$ cat config.mk
export PLATFORM = sky130hd
export DESIGN_NAME = infix_to_postfix_converter_top
export DESIGN_NICKNAME = d
export VERILOG_FILES = /design/src/rtl/itp_pkg.sv /design/src/rtl/itp_cell.sv /design/src/rtl/itp_stack.sv /design/src/rtl/infix_to_postfix_converter_top.sv
export SDC_FILE = /design/constraint.sdc
export NUM_CORES = 1
export LEC_CHECK = 0
export ABC_AREA = 1
export BUFFER_PORTS_ARGS = -buffer_cell sky130_fd_sc_hd__buf_2
export CAP_MARGIN = 10
export CORE_UTILIZATION = 65
export DETAILED_ROUTE_END_ITERATION = 10
export GPL_TIMING_DRIVEN = 0
export PLACE_DENSITY = 0.83
export SLEW_MARGIN = 20
export SYNTH_ARGS = -nofsm -noshare
export SYNTH_HDL_FRONTEND = slang
export SYNTH_SLANG_ARGS = --single-unit
$ cat constraint.sdc
create_clock -name clk -period 5.3 [get_ports clk]
set_input_delay 0.265 -clock clk [delete_from_list [all_inputs] [get_ports clk]]
set_output_delay 0.265 -clock clk [all_outputs]
set_load 0.01 [all_outputs]
$ cat src/rtl/itp_pkg.sv
`default_nettype none

package itp_pkg;

    // Stack geometry
    localparam int STACK_DEPTH = 16;
    localparam int CNT_W       = $clog2(STACK_DEPTH + 1);

    // Characters with a meaning to the converter
    localparam logic [7:0] CH_MUL   = 8'h2A;
    localparam logic [7:0] CH_DIV   = 8'h2F;
    localparam logic [7:0] CH_ADD   = 8'h2B;
    localparam logic [7:0] CH_SUB   = 8'h2D;
    localparam logic [7:0] CH_OPEN  = 8'h28;
    localparam logic [7:0] CH_CLOSE = 8'h29;
    localparam logic [7:0] CH_TERM  = 8'h00;

    // Precedence levels
    localparam logic [1:0] PREC_MULDIV = 2'd3;
    localparam logic [1:0] PREC_ADDSUB = 2'd2;
    localparam logic [1:0] PREC_NONE   = 2'd0;

    // Command field codes
    localparam logic CMD_SYMBOL = 1'b0;
    localparam logic CMD_FINISH = 1'b1;

    // Per-cell shift control
    typedef struct packed {
        logic push;
        logic pop;
    } cell_ctrl_t;

    // Stack request from the sequencer
    typedef struct packed {
        logic       push;
        logic       pop;
        logic [7:0] data;
    } stack_cmd_t;

    // Stack status back to the sequencer
    typedef struct packed {
        logic [7:0]       top;
        logic [7:0]       below_top;
        logic [CNT_W-1:0] count;
        logic             empty;
        logic             full;
    } stack_stat_t;

    function automatic logic [1:0] prec_of(input logic [7:0] c);
        logic [1:0] p;
        if ((c == CH_MUL) || (c == CH_DIV))
            p = PREC_MULDIV;
        else if ((c == CH_ADD) || (c == CH_SUB))
            p = PREC_ADDSUB;
        else
            p = PREC_NONE;
        return p;
    endfunction

    function automatic logic is_operand(input logic [7:0] c);
        return ((c >= 8'h41) && (c <= 8'h5A)) || ((c >= 8'h61) && (c <= 8'h7A)) ||
               ((c >= 8'h30) && (c <= 8'h39));
    endfunction

endpackage

`default_nettype wire

$ cat src/rtl/itp_cell.sv
`default_nettype none

module itp_cell (
    input  wire logic               clk,
    input  wire itp_pkg::cell_ctrl_t ctrl,
    input  wire logic [7:0]         up_data,
    input  wire logic [7:0]         down_data,
    output logic [7:0]              entry
);
    import itp_pkg::*;

    logic [7:0] entry_reg;
    logic [7:0] entry_next;

    // Shift toward the bottom on push, toward the top on pop, else hold
    always_comb
    begin
        if (ctrl.push)
            entry_next = up_data;
        else if (ctrl.pop)
            entry_next = down_data;
        else
            entry_next = entry_reg;
    end

    always_ff @(posedge clk)
    begin
        entry_reg <= entry_next;
    end

    assign entry = entry_reg;

endmodule

`default_nettype wire

$ cat src/rtl/itp_stack.sv
`default_nettype none

module itp_stack (
    input  wire logic                clk,
    input  wire logic                rst_n,
    input  wire itp_pkg::stack_cmd_t cmd,
    output itp_pkg::stack_stat_t     stat
);
    import itp_pkg::*;

    logic [CNT_W-1:0] count_reg;
    logic [CNT_W-1:0] count_next;
    logic [7:0]       entries [STACK_DEPTH];
    cell_ctrl_t       ctrl;
    logic             empty;
    logic             full;

    assign empty = (count_reg == '0);
    assign full  = (count_reg == CNT_W'(STACK_DEPTH));

    // Drop a push onto a full stack, and a pop from an empty one or with a push
    assign ctrl.push = cmd.push && !full;
    assign ctrl.pop  = cmd.pop && !empty && !cmd.push;

    // Row of cells, top of stack in cell zero
    for (genvar i = 0; i < STACK_DEPTH; i++)
    begin : g_cell
        logic [7:0] up_d;
        logic [7:0] down_d;
        if (i == 0)
        begin : g_first
            assign up_d = cmd.data;
        end
        else
        begin : g_mid_up
            assign up_d = entries[i-1];
        end
        if (i == STACK_DEPTH - 1)
        begin : g_last
            assign down_d = entries[i];
        end
        else
        begin : g_mid_down
            assign down_d = entries[i+1];
        end
        itp_cell u_cell (
            .clk       (clk),
            .ctrl      (ctrl),
            .up_data   (up_d),
            .down_data (down_d),
            .entry     (entries[i])
        );
    end

    // Track the fill level
    always_comb
    begin
        count_next = count_reg;
        if (ctrl.push)
            count_next = count_reg + CNT_W'(1);
        else if (ctrl.pop)
            count_next = count_reg - CNT_W'(1);
    end

    always_ff @(posedge clk or negedge rst_n)
    begin
        if (!rst_n)
            count_reg <= '0;
        else
            count_reg <= count_next;
    end

    assign stat.top       = entries[0];
    assign stat.below_top = entries[1];
    assign stat.count     = count_reg;
    assign stat.empty     = empty;
    assign stat.full      = full;

    a_count_bound: assert property (@(posedge clk) disable iff (!rst_n)
        count_reg <= CNT_W'(STACK_DEPTH))
        else $error("stack count beyond depth");

    a_full_push_holds: assert property (@(posedge clk) disable iff (!rst_n)
        (full && cmd.push) |=> (count_reg == CNT_W'(STACK_DEPTH)))
        else $error("push on full stack changed count");

    a_pop_empty_holds: assert property (@(posedge clk) disable iff (!rst_n)
        (empty && cmd.pop && !cmd.push) |=> (count_reg == '0))
        else $error("pop on empty stack changed count");

endmodule

`default_nettype wire

$ cat src/rtl/infix_to_postfix_converter_top.sv
`default_nettype none

// Shunting-yard infix to postfix converter, one ASCII character per input
// word. An operand (letter or digit) is loaded into the result register in
// the cycle it is taken, '(' is pushed in that cycle, and unknown characters
// are dropped; none of these leaves the idle state. An operator or ')' goes
// busy and pops characters from the stack to the output one at a time; an
// operator then ends with its own push, a ')' with the discarded '(' or the
// empty check. A finish word pops every stack entry to the output and then
// sends the zero terminator. The operator stack is a row of 16 shifting
// cells that hands one entry to the output per cycle while the result side
// does not hold off. A new input word is taken only in the idle state and
// while the result register is empty or its word is taken in the same
// cycle. last_of_run marks the final result of an input word; overflow_seen
// gives with each result a sticky flag, set when a push found the stack
// full and was dropped, cleared only by reset.

module infix_to_postfix_converter_top (
    input  wire logic       clk,
    input  wire logic       rst_n,
    input  wire logic       item_valid,
    output logic            item_ready,
    input  wire logic       command,
    input  wire logic [7:0] symbol,
    output logic            result_valid,
    input  wire logic       result_ready,
    output logic [7:0]      out_symbol,
    output logic            last_of_run,
    output logic            overflow_seen
);
    import itp_pkg::*;

    localparam logic ST_IDLE = 1'b0;
    localparam logic ST_BUSY = 1'b1;

    localparam logic [1:0] MODE_FINISH = 2'd0;
    localparam logic [1:0] MODE_CLOSE  = 2'd1;
    localparam logic [1:0] MODE_OPER   = 2'd2;

    logic       state_reg, state_next;
    logic [1:0] mode_reg, mode_next;
    logic [7:0] sym_reg, sym_next;
    logic [1:0] prec_reg, prec_next;
    logic       ovf_reg, ovf_next;
    logic       res_valid_reg, res_valid_next;
    logic [7:0] res_sym_reg, res_sym_next;
    logic       res_last_reg, res_last_next;
    logic       res_ovf_reg, res_ovf_next;

    stack_cmd_t  scmd;
    stack_stat_t sstat;

    logic       out_free;
    logic       accept;
    logic       emit;
    logic [7:0] emit_sym;
    logic       emit_last;
    logic       one_left;

    assign out_free   = !res_valid_reg || result_ready;
    assign item_ready = (state_reg == ST_IDLE) && out_free;
    assign accept     = item_valid && item_ready;
    assign one_left   = (sstat.count == CNT_W'(1));

    itp_stack u_stack (
        .clk   (clk),
        .rst_n (rst_n),
        .cmd   (scmd),
        .stat  (sstat)
    );

    // Decode a new word in idle, step the pop loop when busy
    always_comb
    begin
        state_next = state_reg;
        mode_next  = mode_reg;
        sym_next   = sym_reg;
        prec_next  = prec_reg;
        ovf_next   = ovf_reg;
        scmd.push  = 1'b0;
        scmd.pop   = 1'b0;
        scmd.data  = sym_reg;
        emit       = 1'b0;
        emit_sym   = sstat.top;
        emit_last  = 1'b0;

        case (state_reg)
            ST_IDLE:
            begin
                if (accept)
                begin
                    sym_next  = symbol;
                    prec_next = prec_of(symbol);
                    if (command == CMD_FINISH)
                    begin
                        mode_next  = MODE_FINISH;
                        state_next = ST_BUSY;
                    end
                    else if (is_operand(symbol))
                    begin
                        emit      = 1'b1;
                        emit_sym  = symbol;
                        emit_last = 1'b1;
                    end
                    else if (symbol == CH_OPEN)
                    begin
                        scmd.push = 1'b1;
                        scmd.data = symbol;
                        if (sstat.full)
                            ovf_next = 1'b1;
                    end
                    else if (symbol == CH_CLOSE)
                    begin
                        mode_next  = MODE_CLOSE;
                        state_next = ST_BUSY;
                    end
                    else if (symbol inside {CH_MUL, CH_DIV, CH_ADD, CH_SUB})
                    begin
                        mode_next  = MODE_OPER;
                        state_next = ST_BUSY;
                    end
                end
            end
            ST_BUSY:
            begin
                case (mode_reg)
                    MODE_FINISH:
                    begin
                        if (out_free)
                        begin
                            emit = 1'b1;
                            if (sstat.empty)
                            begin
                                emit_sym   = CH_TERM;
                                emit_last  = 1'b1;
                                state_next = ST_IDLE;
                            end
                            else
                            begin
                                scmd.pop = 1'b1;
                            end
                        end
                    end
                    MODE_CLOSE:
                    begin
                        if (sstat.empty)
                        begin
                            state_next = ST_IDLE;
                        end
                        else if (sstat.top == CH_OPEN)
                        begin
                            scmd.pop   = 1'b1;
                            state_next = ST_IDLE;
                        end
                        else if (out_free)
                        begin
                            emit      = 1'b1;
                            emit_last = one_left || (sstat.below_top == CH_OPEN);
                            scmd.pop  = 1'b1;
                        end
                    end
                    MODE_OPER:
                    begin
                        if (!sstat.empty && (prec_of(sstat.top) >= prec_reg))
                        begin
                            if (out_free)
                            begin
                                emit      = 1'b1;
                                emit_last = one_left ||
                                            (prec_of(sstat.below_top) < prec_reg);
                                scmd.pop  = 1'b1;
                            end
                        end
                        else
                        begin
                            scmd.push  = 1'b1;
                            state_next = ST_IDLE;
                            if (sstat.full)
                                ovf_next = 1'b1;
                        end
                    end
                    default:
                    begin
                        state_next = ST_IDLE;
                    end
                endcase
            end
            default:
            begin
                state_next = ST_IDLE;
            end
        endcase
    end

    // Load the result register on emit, drop the word once taken
    always_comb
    begin
        res_sym_next  = res_sym_reg;
        res_last_next = res_last_reg;
        res_ovf_next  = res_ovf_reg;
        if (emit)
        begin
            res_valid_next = 1'b1;
            res_sym_next   = emit_sym;
            res_last_next  = emit_last;
            res_ovf_next   = ovf_reg;
        end
        else if (result_ready)
        begin
            res_valid_next = 1'b0;
        end
        else
        begin
            res_valid_next = res_valid_reg;
        end
    end

    always_ff @(posedge clk or negedge rst_n)
    begin
        if (!rst_n)
        begin
            state_reg     <= ST_IDLE;
            mode_reg      <= MODE_FINISH;
            ovf_reg       <= 1'b0;
            res_valid_reg <= 1'b0;
        end
        else
        begin
            state_reg     <= state_next;
            mode_reg      <= mode_next;
            ovf_reg       <= ovf_next;
            res_valid_reg <= res_valid_next;
        end
    end

    always_ff @(posedge clk)
    begin
        sym_reg      <= sym_next;
        prec_reg     <= prec_next;
        res_sym_reg  <= res_sym_next;
        res_last_reg <= res_last_next;
        res_ovf_reg  <= res_ovf_next;
    end

    assign result_valid  = res_valid_reg;
    assign out_symbol    = res_sym_reg;
    assign last_of_run   = res_last_reg;
    assign overflow_seen = res_ovf_reg;

    a_ovf_sticky: assert property (@(posedge clk) disable iff (!rst_n)
        !$fell(ovf_reg))
        else $error("overflow flag cleared");

    a_ready_only_idle: assert property (@(posedge clk) disable iff (!rst_n)
        item_ready |-> (state_reg == ST_IDLE))
        else $error("input taken while busy");

    a_terminator: assert property (@(posedge clk) disable iff (!rst_n)
        ((state_reg == ST_BUSY) && (mode_reg == MODE_FINISH) && sstat.empty && out_free)
        |=> (result_valid && (out_symbol == CH_TERM) && last_of_run &&
             (state_reg == ST_IDLE)))
        else $error("finish did not end in a terminator");

    a_no_emit_overwrite: assert property (@(posedge clk) disable iff (!rst_n)
        emit |-> out_free)
        else $error("result overwritten before taken");

endmodule

`default_nettype wire

==> results of run 1 <==
metal layers:
layer  routed length, um  share of wire [%]
met5                   0                  0
met4                 365                2.1
met3                1604                9.3
met2                8427                 49
met1                6835                 40
cells in the final DEF, fill, tap and decap left out, types with 8 or more instances in the layout:
cell type,synthesis,routed
nor2_1,32,32
nand2_1,225,225
a21oi_1,8,8
edfxtp_1,148,148
o21ai_1,67,68
o21ai_0,52,51
clkbuf_16,0,17
inv_1,88,88
dfrtp_1,10,10
buf_2,14,38
buf_6,8,8
nand3_1,38,38
path summary, 6_finish.rpt:
kind | startpoint | endpoint | slack, ns | depth (start not counted)
min in group asynchronous | rst_n | mode_reg[0]$_DFFE_PN0P_ | 0.23 | 2
max | u_stack.g_cell[0].u_cell.entry[7]$_DFFE_PP_ | u_stack.g_cell[14].u_cell.entry[5]$_DFFE_PP_ | 2.01 | 15
max in group asynchronous | rst_n | u_stack.count_reg[3]$_DFFE_PN0P_ | 4.87 | 2
min reg2reg | u_stack.g_cell[14].u_cell.entry[5]$_DFFE_PP_ | u_stack.g_cell[15].u_cell.entry[5]$_DFFE_PP_ | 0.46 | 0
max reg2reg | u_stack.g_cell[0].u_cell.entry[7]$_DFFE_PP_ | u_stack.g_cell[14].u_cell.entry[5]$_DFFE_PP_ | 2.01 | 15
min | symbol[5] | sym_reg[5]$_DFFE_PP_ | 0.04 | 1
through the flow:
stage | power (mW) | util (%) | cell area (um2) | std cells
after floorplan | 3.515 | - | 7386 | 743
after global placement | 3.913 | 70.24 | 7681 | 907
after detailed placement | 4.023 | 70.62 | 7722 | 908
after CTS | 5.239 | 75.95 | 8305 | 941
after global routing | 5.533 | 75.95 | 8305 | 941
final | 5.263 | 75.95 | 8305 | 941
power breakdown:
group	switching, mW	internal, mW	leakage, nW	total (mW)
Combinational	1.15	0.481	1.77	1.63
Sequential	0.242	2.20	1.51	2.44
Clock	0.498	0.695	0.272	1.19
worst max-delay path: stages (launching register included):
cell and delay (ns):
edfxtp_1 0.40, inv_1 0.17, nand4_1 0.21, inv_1 0.13, nand3_1 0.08, o21ai_0 0.11, ha_1 0.29, o21ai_0 0.10
nand2_1 0.10, nand2_1 0.11, nand3_2 0.09, nand2_4 0.13, nand2_4 0.08, buf_4 0.20, nand2_8 0.39, buf_16 0.34
layout make-up:
| type | instances | area [um2] | share of cell area, % |
|---|---|---|---|
| Buffer | 32 | 214.0 | 2.576 |
| Tap cell | 140 | 175.2 | 2.109 |
| Inverter | 93 | 352.8 | 4.248 |
| Multi-Input combinational cell | 460 | 2138 | 25.75 |
| Clock buffer | 19 | 432.9 | 5.212 |
| Timing Repair Buffer | 26 | 157.7 | 1.898 |
| Sequential cell | 158 | 4695 | 56.52 |
| Clock inverter | 13 | 140.1 | 1.687 |
cells by family (layout without fill, tap and decap cells):
logic type      count (synthesis)  count (layout)  share of synthesized area, %
compound gates                131             131                         8.996
buf+inv                       125             183                         7.674
fa+ha+maj                       6               6                         1.016
flops                         158             158                         63.56
xor+xnor                        5               5                        0.5929
simple gates                  318             318                         18.16
synth_stat cells (4+ instances only):
cell	count	area (um2)
a21oi_1	8	40.04
buf_2	14	70.07
buf_4	4	30.03
buf_6	8	90.09
clkbuf_1	4	15.01
dfrtp_1	10	250.2
edfxtp_1	148	4444
ha_1	6	75.07
inv_1	88	330.3
nand2_1	225	844.6
nand3_1	38	190.2
nand4_1	4	25.02
nor2_1	32	120.1
nor3_1	4	20.02
o21ai_0	52	260.3
o21ai_1	67	335.3
xor2_1	5	43.79
==> flow_summary.toml, run 1 <==
[floorplan]
die_area_um2 = 11790
die_x_um = 108.6
rows = 38
die_h_um = 108.6
io_pins = 25
start_util_pct = 67.54
fp.coreArea_um2 = 10940

[routing]
drc = 0
drt_iter0_drc = 624
wl_per_cell_um = 18.31
drt_pass1_iterations = 7
num_vias = 5628
ant_nets = 0
route.detailed.vias_per_inst = 5.981
wl_um = 17230

[setup_path]
critPathArrivalTime_ns = 3.40
cp_max_fo = 66
cp-start-kind = "register"
criticalPathCategory = "reg -> reg"
cp.required_ns = 5.40
critPathCaptureType = "register"

[global_routing]
top_usage_layer = "met2"
grt_overflow_total = 0
grt_pass1_vias = 5637
use_met2_pct = 51.99
antenna_found_initial = 0
globalRouteMet1Util_pct = 42.19
grt_pass1_wl_um = 27770
grt_util_all_layers_pct = 32.41
grt_use_met3_pct = 8.439
grt_max_degree = 67

[timing]
whs_ns = 0.03972
fin_crit_ns = 3.295
max_clock_freq_mhz = 303.5
setup_viol = 0
rsz0062_at_grt = "false"
hold_violations = 0
fin_crit_sh_pct = 62.16
skew_ns = 0.01111
worst_pin_slew_ns = 0.9962
tns_ns = 0
slew_violations = 0
worst_slack_ns = 2.005
slew_headroom_pct = 33.14

[worst_hold_path]
min_path_type = "in -> reg"

[power]
powerDensity_nw_per_um2 = 633.6
max-vdd-ir-drop_mv = 0.7122
leakage_nw = 3.551

[layout]
area_growth_pct = 12.45
largest_reg_flops = 128
drive_gt1_share_pct = 12.61
num_antenna_cells = 0
num-fill-cells = 702
num-nets-final = 807

[clocking]
clock_path_buffers = 2
cts_inserted_buffers = 17
cts_resized = 0
path_clk_slew_ns = 0.06
tritoncts = "built"
root_buffer = "clkbuf_16"
cts_sinks = 158
clock_latency_ns = 0.43
cts_setup_buffers = 0
htree_levels = 4
cts_hold_buf = 1

[synth]
yosys_warnings = 0
yosys_register_bits = 158
synthCells = 743
ys_seq_area_share_pct = 63.56
ys_types = 33
async_flop_share_pct = 6.329
synth-edff-count = 148
synth_flop_cell = "edfxtp_1"
synth_nets = 762
syn_area_per_cell_um2 = 9.941
netlist_area_um2 = 7386

[place]
pre_cts_ws_ns = 2.118
port_buffers = 24
gp_congestion = 0.8729
dpl.hpwl_um = 11160

[run]
cap_violations = 0

[outcome]
status = "finished, final reports clean"
(Power assumes the default switching activity.)
==> inputs of run 2 (changes only) <==
- CORE_UTILIZATION: 65 -> 56
- PLACE_DENSITY: 0.83 -> 0.76
- clock period: 5.3 -> 2.9 ns (I/O delays scaled with it)
==> flow_summary.toml, run 2 (synthesis results as in run 1) <==
[run]
cap_violations = 0

[setup_path]
crit_path_cell_trace = "inv_1 > nand4_1 > inv_1 > nand3_1 > o21ai_0 > ha_1 > o21ai_0 > nand2_1 > nand2_1 > nand3_2 > nand2_4 > nand2_4 > buf_6 > buf_4 > nand2_1 > nand2_1"
timing.critical_path.mode_cell = "nand2_1"
critPathCaptureType = "register"
cp-start-kind = "register"
cp.required_ns = 3.08
criticalPathCategory = "reg -> reg"
crit_path_top_delay_cell = "edfxtp_1"
cp_max_fo = 15
critPathArrivalTime_ns = 2.95
cpPeakStageDelay_ns = 0.39

[timing]
fin_crit_sh_pct = 95.50
rsz0062_at_grt = "false"
fin_crit_ns = 2.770
hold_violations = 0
worst_pin_slew_ns = 0.5399
skew_ns = 0.009168
max_clock_freq_mhz = 361.1
slew_headroom_pct = 63.73
slew_violations = 0
setup_viol = 0
whs_ns = 0.05660

[global_routing]
grt_pass1_wl_um = 26350
grt_util_all_layers_pct = 26.61
grt_max_degree = 63
grt_pass1_vias = 5123
antenna_found_initial = 0
grt_overflow_total = 0

[floorplan]
io_pins = 25
die_area_um2 = 13650
rows = 41
die_x_um = 116.8
fp.coreArea_um2 = 12720
start_util_pct = 58.05
die_h_um = 116.8

[layout]
finish.utilization_pct = 66.77
fin_cells = 986
layout_common_cells = "nand2_1, edfxtp_1, inv_1"
largest_reg_flops = 128
drive_gt1_share_pct = 13.27
num-fill-cells = 966
layout_commonest_cell = "nand2_1"
num-nets-final = 820
num_antenna_cells = 0
area_growth_pct = 15.01

[clocking]
htree_levels = 4
clock_latency_ns = 0.43
cts_sinks = 158
path_clk_slew_ns = 0.06
tritoncts = "built"
root_buffer = "clkbuf_16"
cts_inserted_buffers = 17
clock_path_buffers = 2

[power]
intPower_mw = 6.100
p_sw_mw = 3.492
clockPowerShare_pct = 21.7
max-vdd-ir-drop_mv = 0.6033
powerDensity_nw_per_um2 = 1129
switching_share_pct = 36.41
leakage_nw = 3.623
seq_power_share_pct = 46.2
comb_power_share_pct = 32.0

[place]
dp.cells = 939
port_buffers = 24
dpl.hpwl_um = 10660
gp_congestion = 0.8452

[routing]
wl_um = 17150
drt_pass1_iterations = 5
route.detailed.vias_per_inst = 5.602
num_vias = 5524
drc = 0
ant_nets = 0
wl_per_cell_um = 17.39
drt_iter0_drc = 535

[worst_hold_path]
min_path_type = "in -> reg"

[outcome]
status = "finished, final reports clean"
==> run 2: cell count changes in the layout (fill, tap and decap cells not counted), sizes merged <==
cell / change
bufinv: -1
clkinv: +2
dlygate4sd3: +8
inv: -1
nand2: +5
==> run 2: cell type report <==
type | count | area (um2) | area share, %
buffer | 32 | 225.2 | 2.651
clock buffer | 19 | 432.9 | 5.096
clock inverter | 13 | 116.4 | 1.370
inverter | 93 | 352.8 | 4.154
multi-input combinational | 465 | 2240 | 26.37
sequential | 158 | 4695 | 55.27
tap | 172 | 215.2 | 2.534
timing repair buffer | 34 | 217.7 | 2.563
==> run 2: per-stage QoR <==
step	area [um2]	TNS (ns)	total power [mW]	setup slack, ns
after floorplan	7400	0	6.388	0.2224
after global placement	7735	-19.06	7.117	-0.2837
after detailed placement	7735	-28.31	7.277	-0.2326
after CTS	8412	0	9.442	0.02771
after global routing	8494	0	10.12	0.005512
final	8494	0	9.592	0.1304
==> run 2: metal layers <==
metal  GRT usage (%)  share of wire, %
met1           37.88                44
met2           41.14                46
met3           5.098               7.5
met4           9.789               1.9
met5               0                 0
==> run 2: power by group through the flow <==
stage / Sequential, mW / Combinational [mW] / Clock (mW)
CTS: 4.43 / 2.91 / 2.10
global placement: 4.46 / 2.66 / 0
floorplan: 4.39 / 2.00 / 0
detailed placement: 4.49 / 2.79 / 0
finish: 4.43 / 3.07 / 2.08
global route: 4.53 / 3.41 / 2.18
==> run 2: final timing paths <==
check	slack (ns)	end	cells past startpoint	start
setup / recovery	0.13	u_stack.g_cell[4].u_cell.entry[0]$_DFFE_PP_	16	u_stack.g_cell[0].u_cell.entry[7]$_DFFE_PP_
hold / removal	0.06	mode_reg[1]$_DFFE_PN0P_	3	command
setup reg to reg	0.13	u_stack.g_cell[4].u_cell.entry[0]$_DFFE_PP_	16	u_stack.g_cell[0].u_cell.entry[7]$_DFFE_PP_
hold reg to reg	0.45	u_stack.g_cell[15].u_cell.entry[3]$_DFFE_PP_	0	u_stack.g_cell[14].u_cell.entry[3]$_DFFE_PP_
max in group asynchronous	2.58	ovf_reg$_DFFE_PN0P_	2	rst_n
min in group asynchronous	0.12	mode_reg[0]$_DFFE_PN0P_	2	rst_n
==> run 2: repair_timing <==
item	4_1_cts	5_1_grt
hold buffers	9	0
endpoints found under the setup margin	135	175
pin swaps	1	3
resized for setup	3	13
cloned	2	3
setup buffers	0	1
hold endpoints to repair	18	0
==> run 2: critical path, delay by kind of cell, from the launching register on <==
family	cells	cell delay, ns
fa+ha+maj	1	0.26
compound gates	2	0.18
buf+inv	4	0.72
simple gates	9	0.96
flops	1	0.39
==> inputs of run 3 (changes only) <==
- BUFFER_PORTS_ARGS: -buffer_cell sky130_fd_sc_hd__buf_2 -> default
- CAP_MARGIN: 10 -> 20
- CORE_UTILIZATION: 56 -> 57
- DONT_BUFFER_PORTS: default -> 1
- PLACE_DENSITY: 0.76 -> 0.75
==> flow_summary.toml, run 3 (synthesis results as in run 1) <==
[run]
cap_violations = 0

[layout]
layout_commonest_cell = "nand2_1"
num_antenna_cells = 0
largest_reg_flops = 128
final_area_um2 = 8427
fin_cells = 958
multiInputGateArea_um2 = 2220
num-fill-cells = 947
area_growth_pct = 14.09
layout_common_cells = "nand2_1, edfxtp_1, inv_1"
drive_gt1_share_pct = 10.56
finish.utilization_pct = 66.78
num-nets-final = 794
regArea_um2 = 4695

[setup_path]
cp.required_ns = 3.09
crit_path_top_delay_cell = "edfxtp_1"
critPathArrivalTime_ns = 2.89
timing.critical_path.mode_cell = "nand2_1"
cp_max_fo = 13
critPathCaptureType = "register"
cpPeakStageDelay_ns = 0.40
criticalPathCategory = "reg -> reg"
cp-start-kind = "register"
crit_path_cell_trace = "inv_1 > nand4_1 > inv_1 > nand3_1 > ha_1 > o21ai_0 > nand2_1 > nand2_1 > nand3_2 > nand2_4 > nand2_4 > buf_4 > buf_4 > nand2_1 > nand2_1"

[outcome]
status = "finished, final reports clean"

[floorplan]
die_h_um = 115.8
die_area_um2 = 13420
fp.coreArea_um2 = 12620
io_pins = 25
die_x_um = 115.8
start_util_pct = 58.53
rows = 41

[clocking]
clock_path_buffers = 2
path_clk_slew_ns = 0.06
cts_inserted_buffers = 17
htree_levels = 4
cts_sinks = 158
root_buffer = "clkbuf_16"
tritoncts = "built"
clock_latency_ns = 0.43
cts_setup_buffers = 0

[routing]
drt_iter0_drc = 580
route.detailed.vias_per_inst = 5.789
wl_um = 17480
drc = 0
ant_nets = 0
drt_pass1_iterations = 5
num_vias = 5546
wl_per_cell_um = 18.25

[timing]
fin_crit_ns = 2.702
slew_headroom_pct = 59.35
worst_pin_slew_ns = 0.6098
skew_ns = 0.009294
rsz0062_at_grt = "false"
hold_violations = 0
slew_violations = 0
worst_slack_ns = 0.1981
fin_crit_sh_pct = 93.17
max_clock_freq_mhz = 370.1
setup_viol = 0

[global_routing]
grt_pass1_vias = 5304
grt_util_all_layers_pct = 27.82
use_met2_pct = 42.58
top_usage_layer = "met2"
grt_max_degree = 63
grt_pass1_wl_um = 27260
grt_overflow_total = 0
antenna_found_initial = 0
grt_use_met3_pct = 5.021
globalRouteMet1Util_pct = 38.79

[place]
gp_congestion = 0.8144
dpl.hpwl_um = 10900
pre_cts_ws_ns = -0.2382
dp.cells = 915
place_area_um2 = 7615
port_buffers = 0

[power]
power_mw = 9.814
powerDensity_nw_per_um2 = 1165
leakage_nw = 3.559
max-vdd-ir-drop_mv = 0.5848

[worst_hold_path]
min_path_type = "in -> reg"
==> run 3: cell types whose count changed in the layout (fill, tap and decap cells not counted), moves of 2 or more <==
| cell | change |
|---|---|
| clkinv_4 | -2 |
| clkinv_2 | +2 |
| clkinvlp_4 | -3 |
| buf_2 | -24 |
| nand2_4 | -2 |
| bufinv_16 | +4 |
==> run 3: critical path: cells and delay by family (launching register included) <==
kind / cells / cell delay, ns
AND/OR/NAND/NOR: 9 / 0.88
buffers and inverters: 4 / 0.73
flip-flops: 1 / 0.40
adder cells (fa/ha/maj): 1 / 0.27
AO/OA/AOI/OAI: 1 / 0.18
==> run 3: path summary, 6_finish.rpt <==
kind / startpoint / end / slack, ns / cells past startpoint
worst max-delay path: u_stack.g_cell[0].u_cell.entry[6]$_DFFE_PP_ / u_stack.g_cell[4].u_cell.entry[3]$_DFFE_PP_ / 0.20 / 15
worst min-delay path: symbol[1] / mode_reg[0]$_DFFE_PN0P_ / 0.03 / 5
worst max register to register: u_stack.g_cell[0].u_cell.entry[6]$_DFFE_PP_ / u_stack.g_cell[4].u_cell.entry[3]$_DFFE_PP_ / 0.20 / 15
worst min register to register: u_stack.g_cell[14].u_cell.entry[3]$_DFFE_PP_ / u_stack.g_cell[15].u_cell.entry[3]$_DFFE_PP_ / 0.45 / 0
max in group asynchronous: rst_n / mode_reg[1]$_DFFE_PN0P_ / 2.44 / 1
min in group asynchronous: rst_n / mode_reg[0]$_DFFE_PN0P_ / 0.13 / 1
==> run 3: through the flow <==
stage | TNS [ns] | hold slack [ns]
3_3_place_gp | -22.15 | -0.1503
6_report | 0 | 0.03401
3_5_place_dp | -29.81 | -0.1502
4_1_cts | 0 | 0.02155
5_1_grt | 0 | 0.07261
2_1_floorplan | 0 | -0.1506
==> run 3: report_power, final <==
part,switching [mW],internal [mW]
Combinational,2.08,0.844
Clock,0.866,1.51
Sequential,0.490,4.02
Total,3.44,6.38
==> run 3: layout make-up <==
type                       count  area share, %
timing repair buffer          10          1.188
clock inverter                12          2.301
buffer                        32          2.628
inverter                      93          4.187
sequential                   158          55.71
tap                          172          2.554
clock buffer                  18          5.093
multi-input combinational    463          26.34
==> run 3: routing by layer <==
metal  vias to the layer above  part of all wire, %  wire length [um]
li1                       2541                    -                 -
met3                        36                  8.6              1495
met5                         -                    0                 0
met4                         0                  2.3               397
met2                       284                   47              8247
met1                      2685                   42              7341
==> run 3: timing repair <==
item | CTS | global route
cloned | 2 | 1
hold buffers | 10 | 0
pin swaps | 1 | 2
hold endpoints to repair | 20 | 0
setup endpoints to repair | 135 | 143
resized for setup | 4 | 13
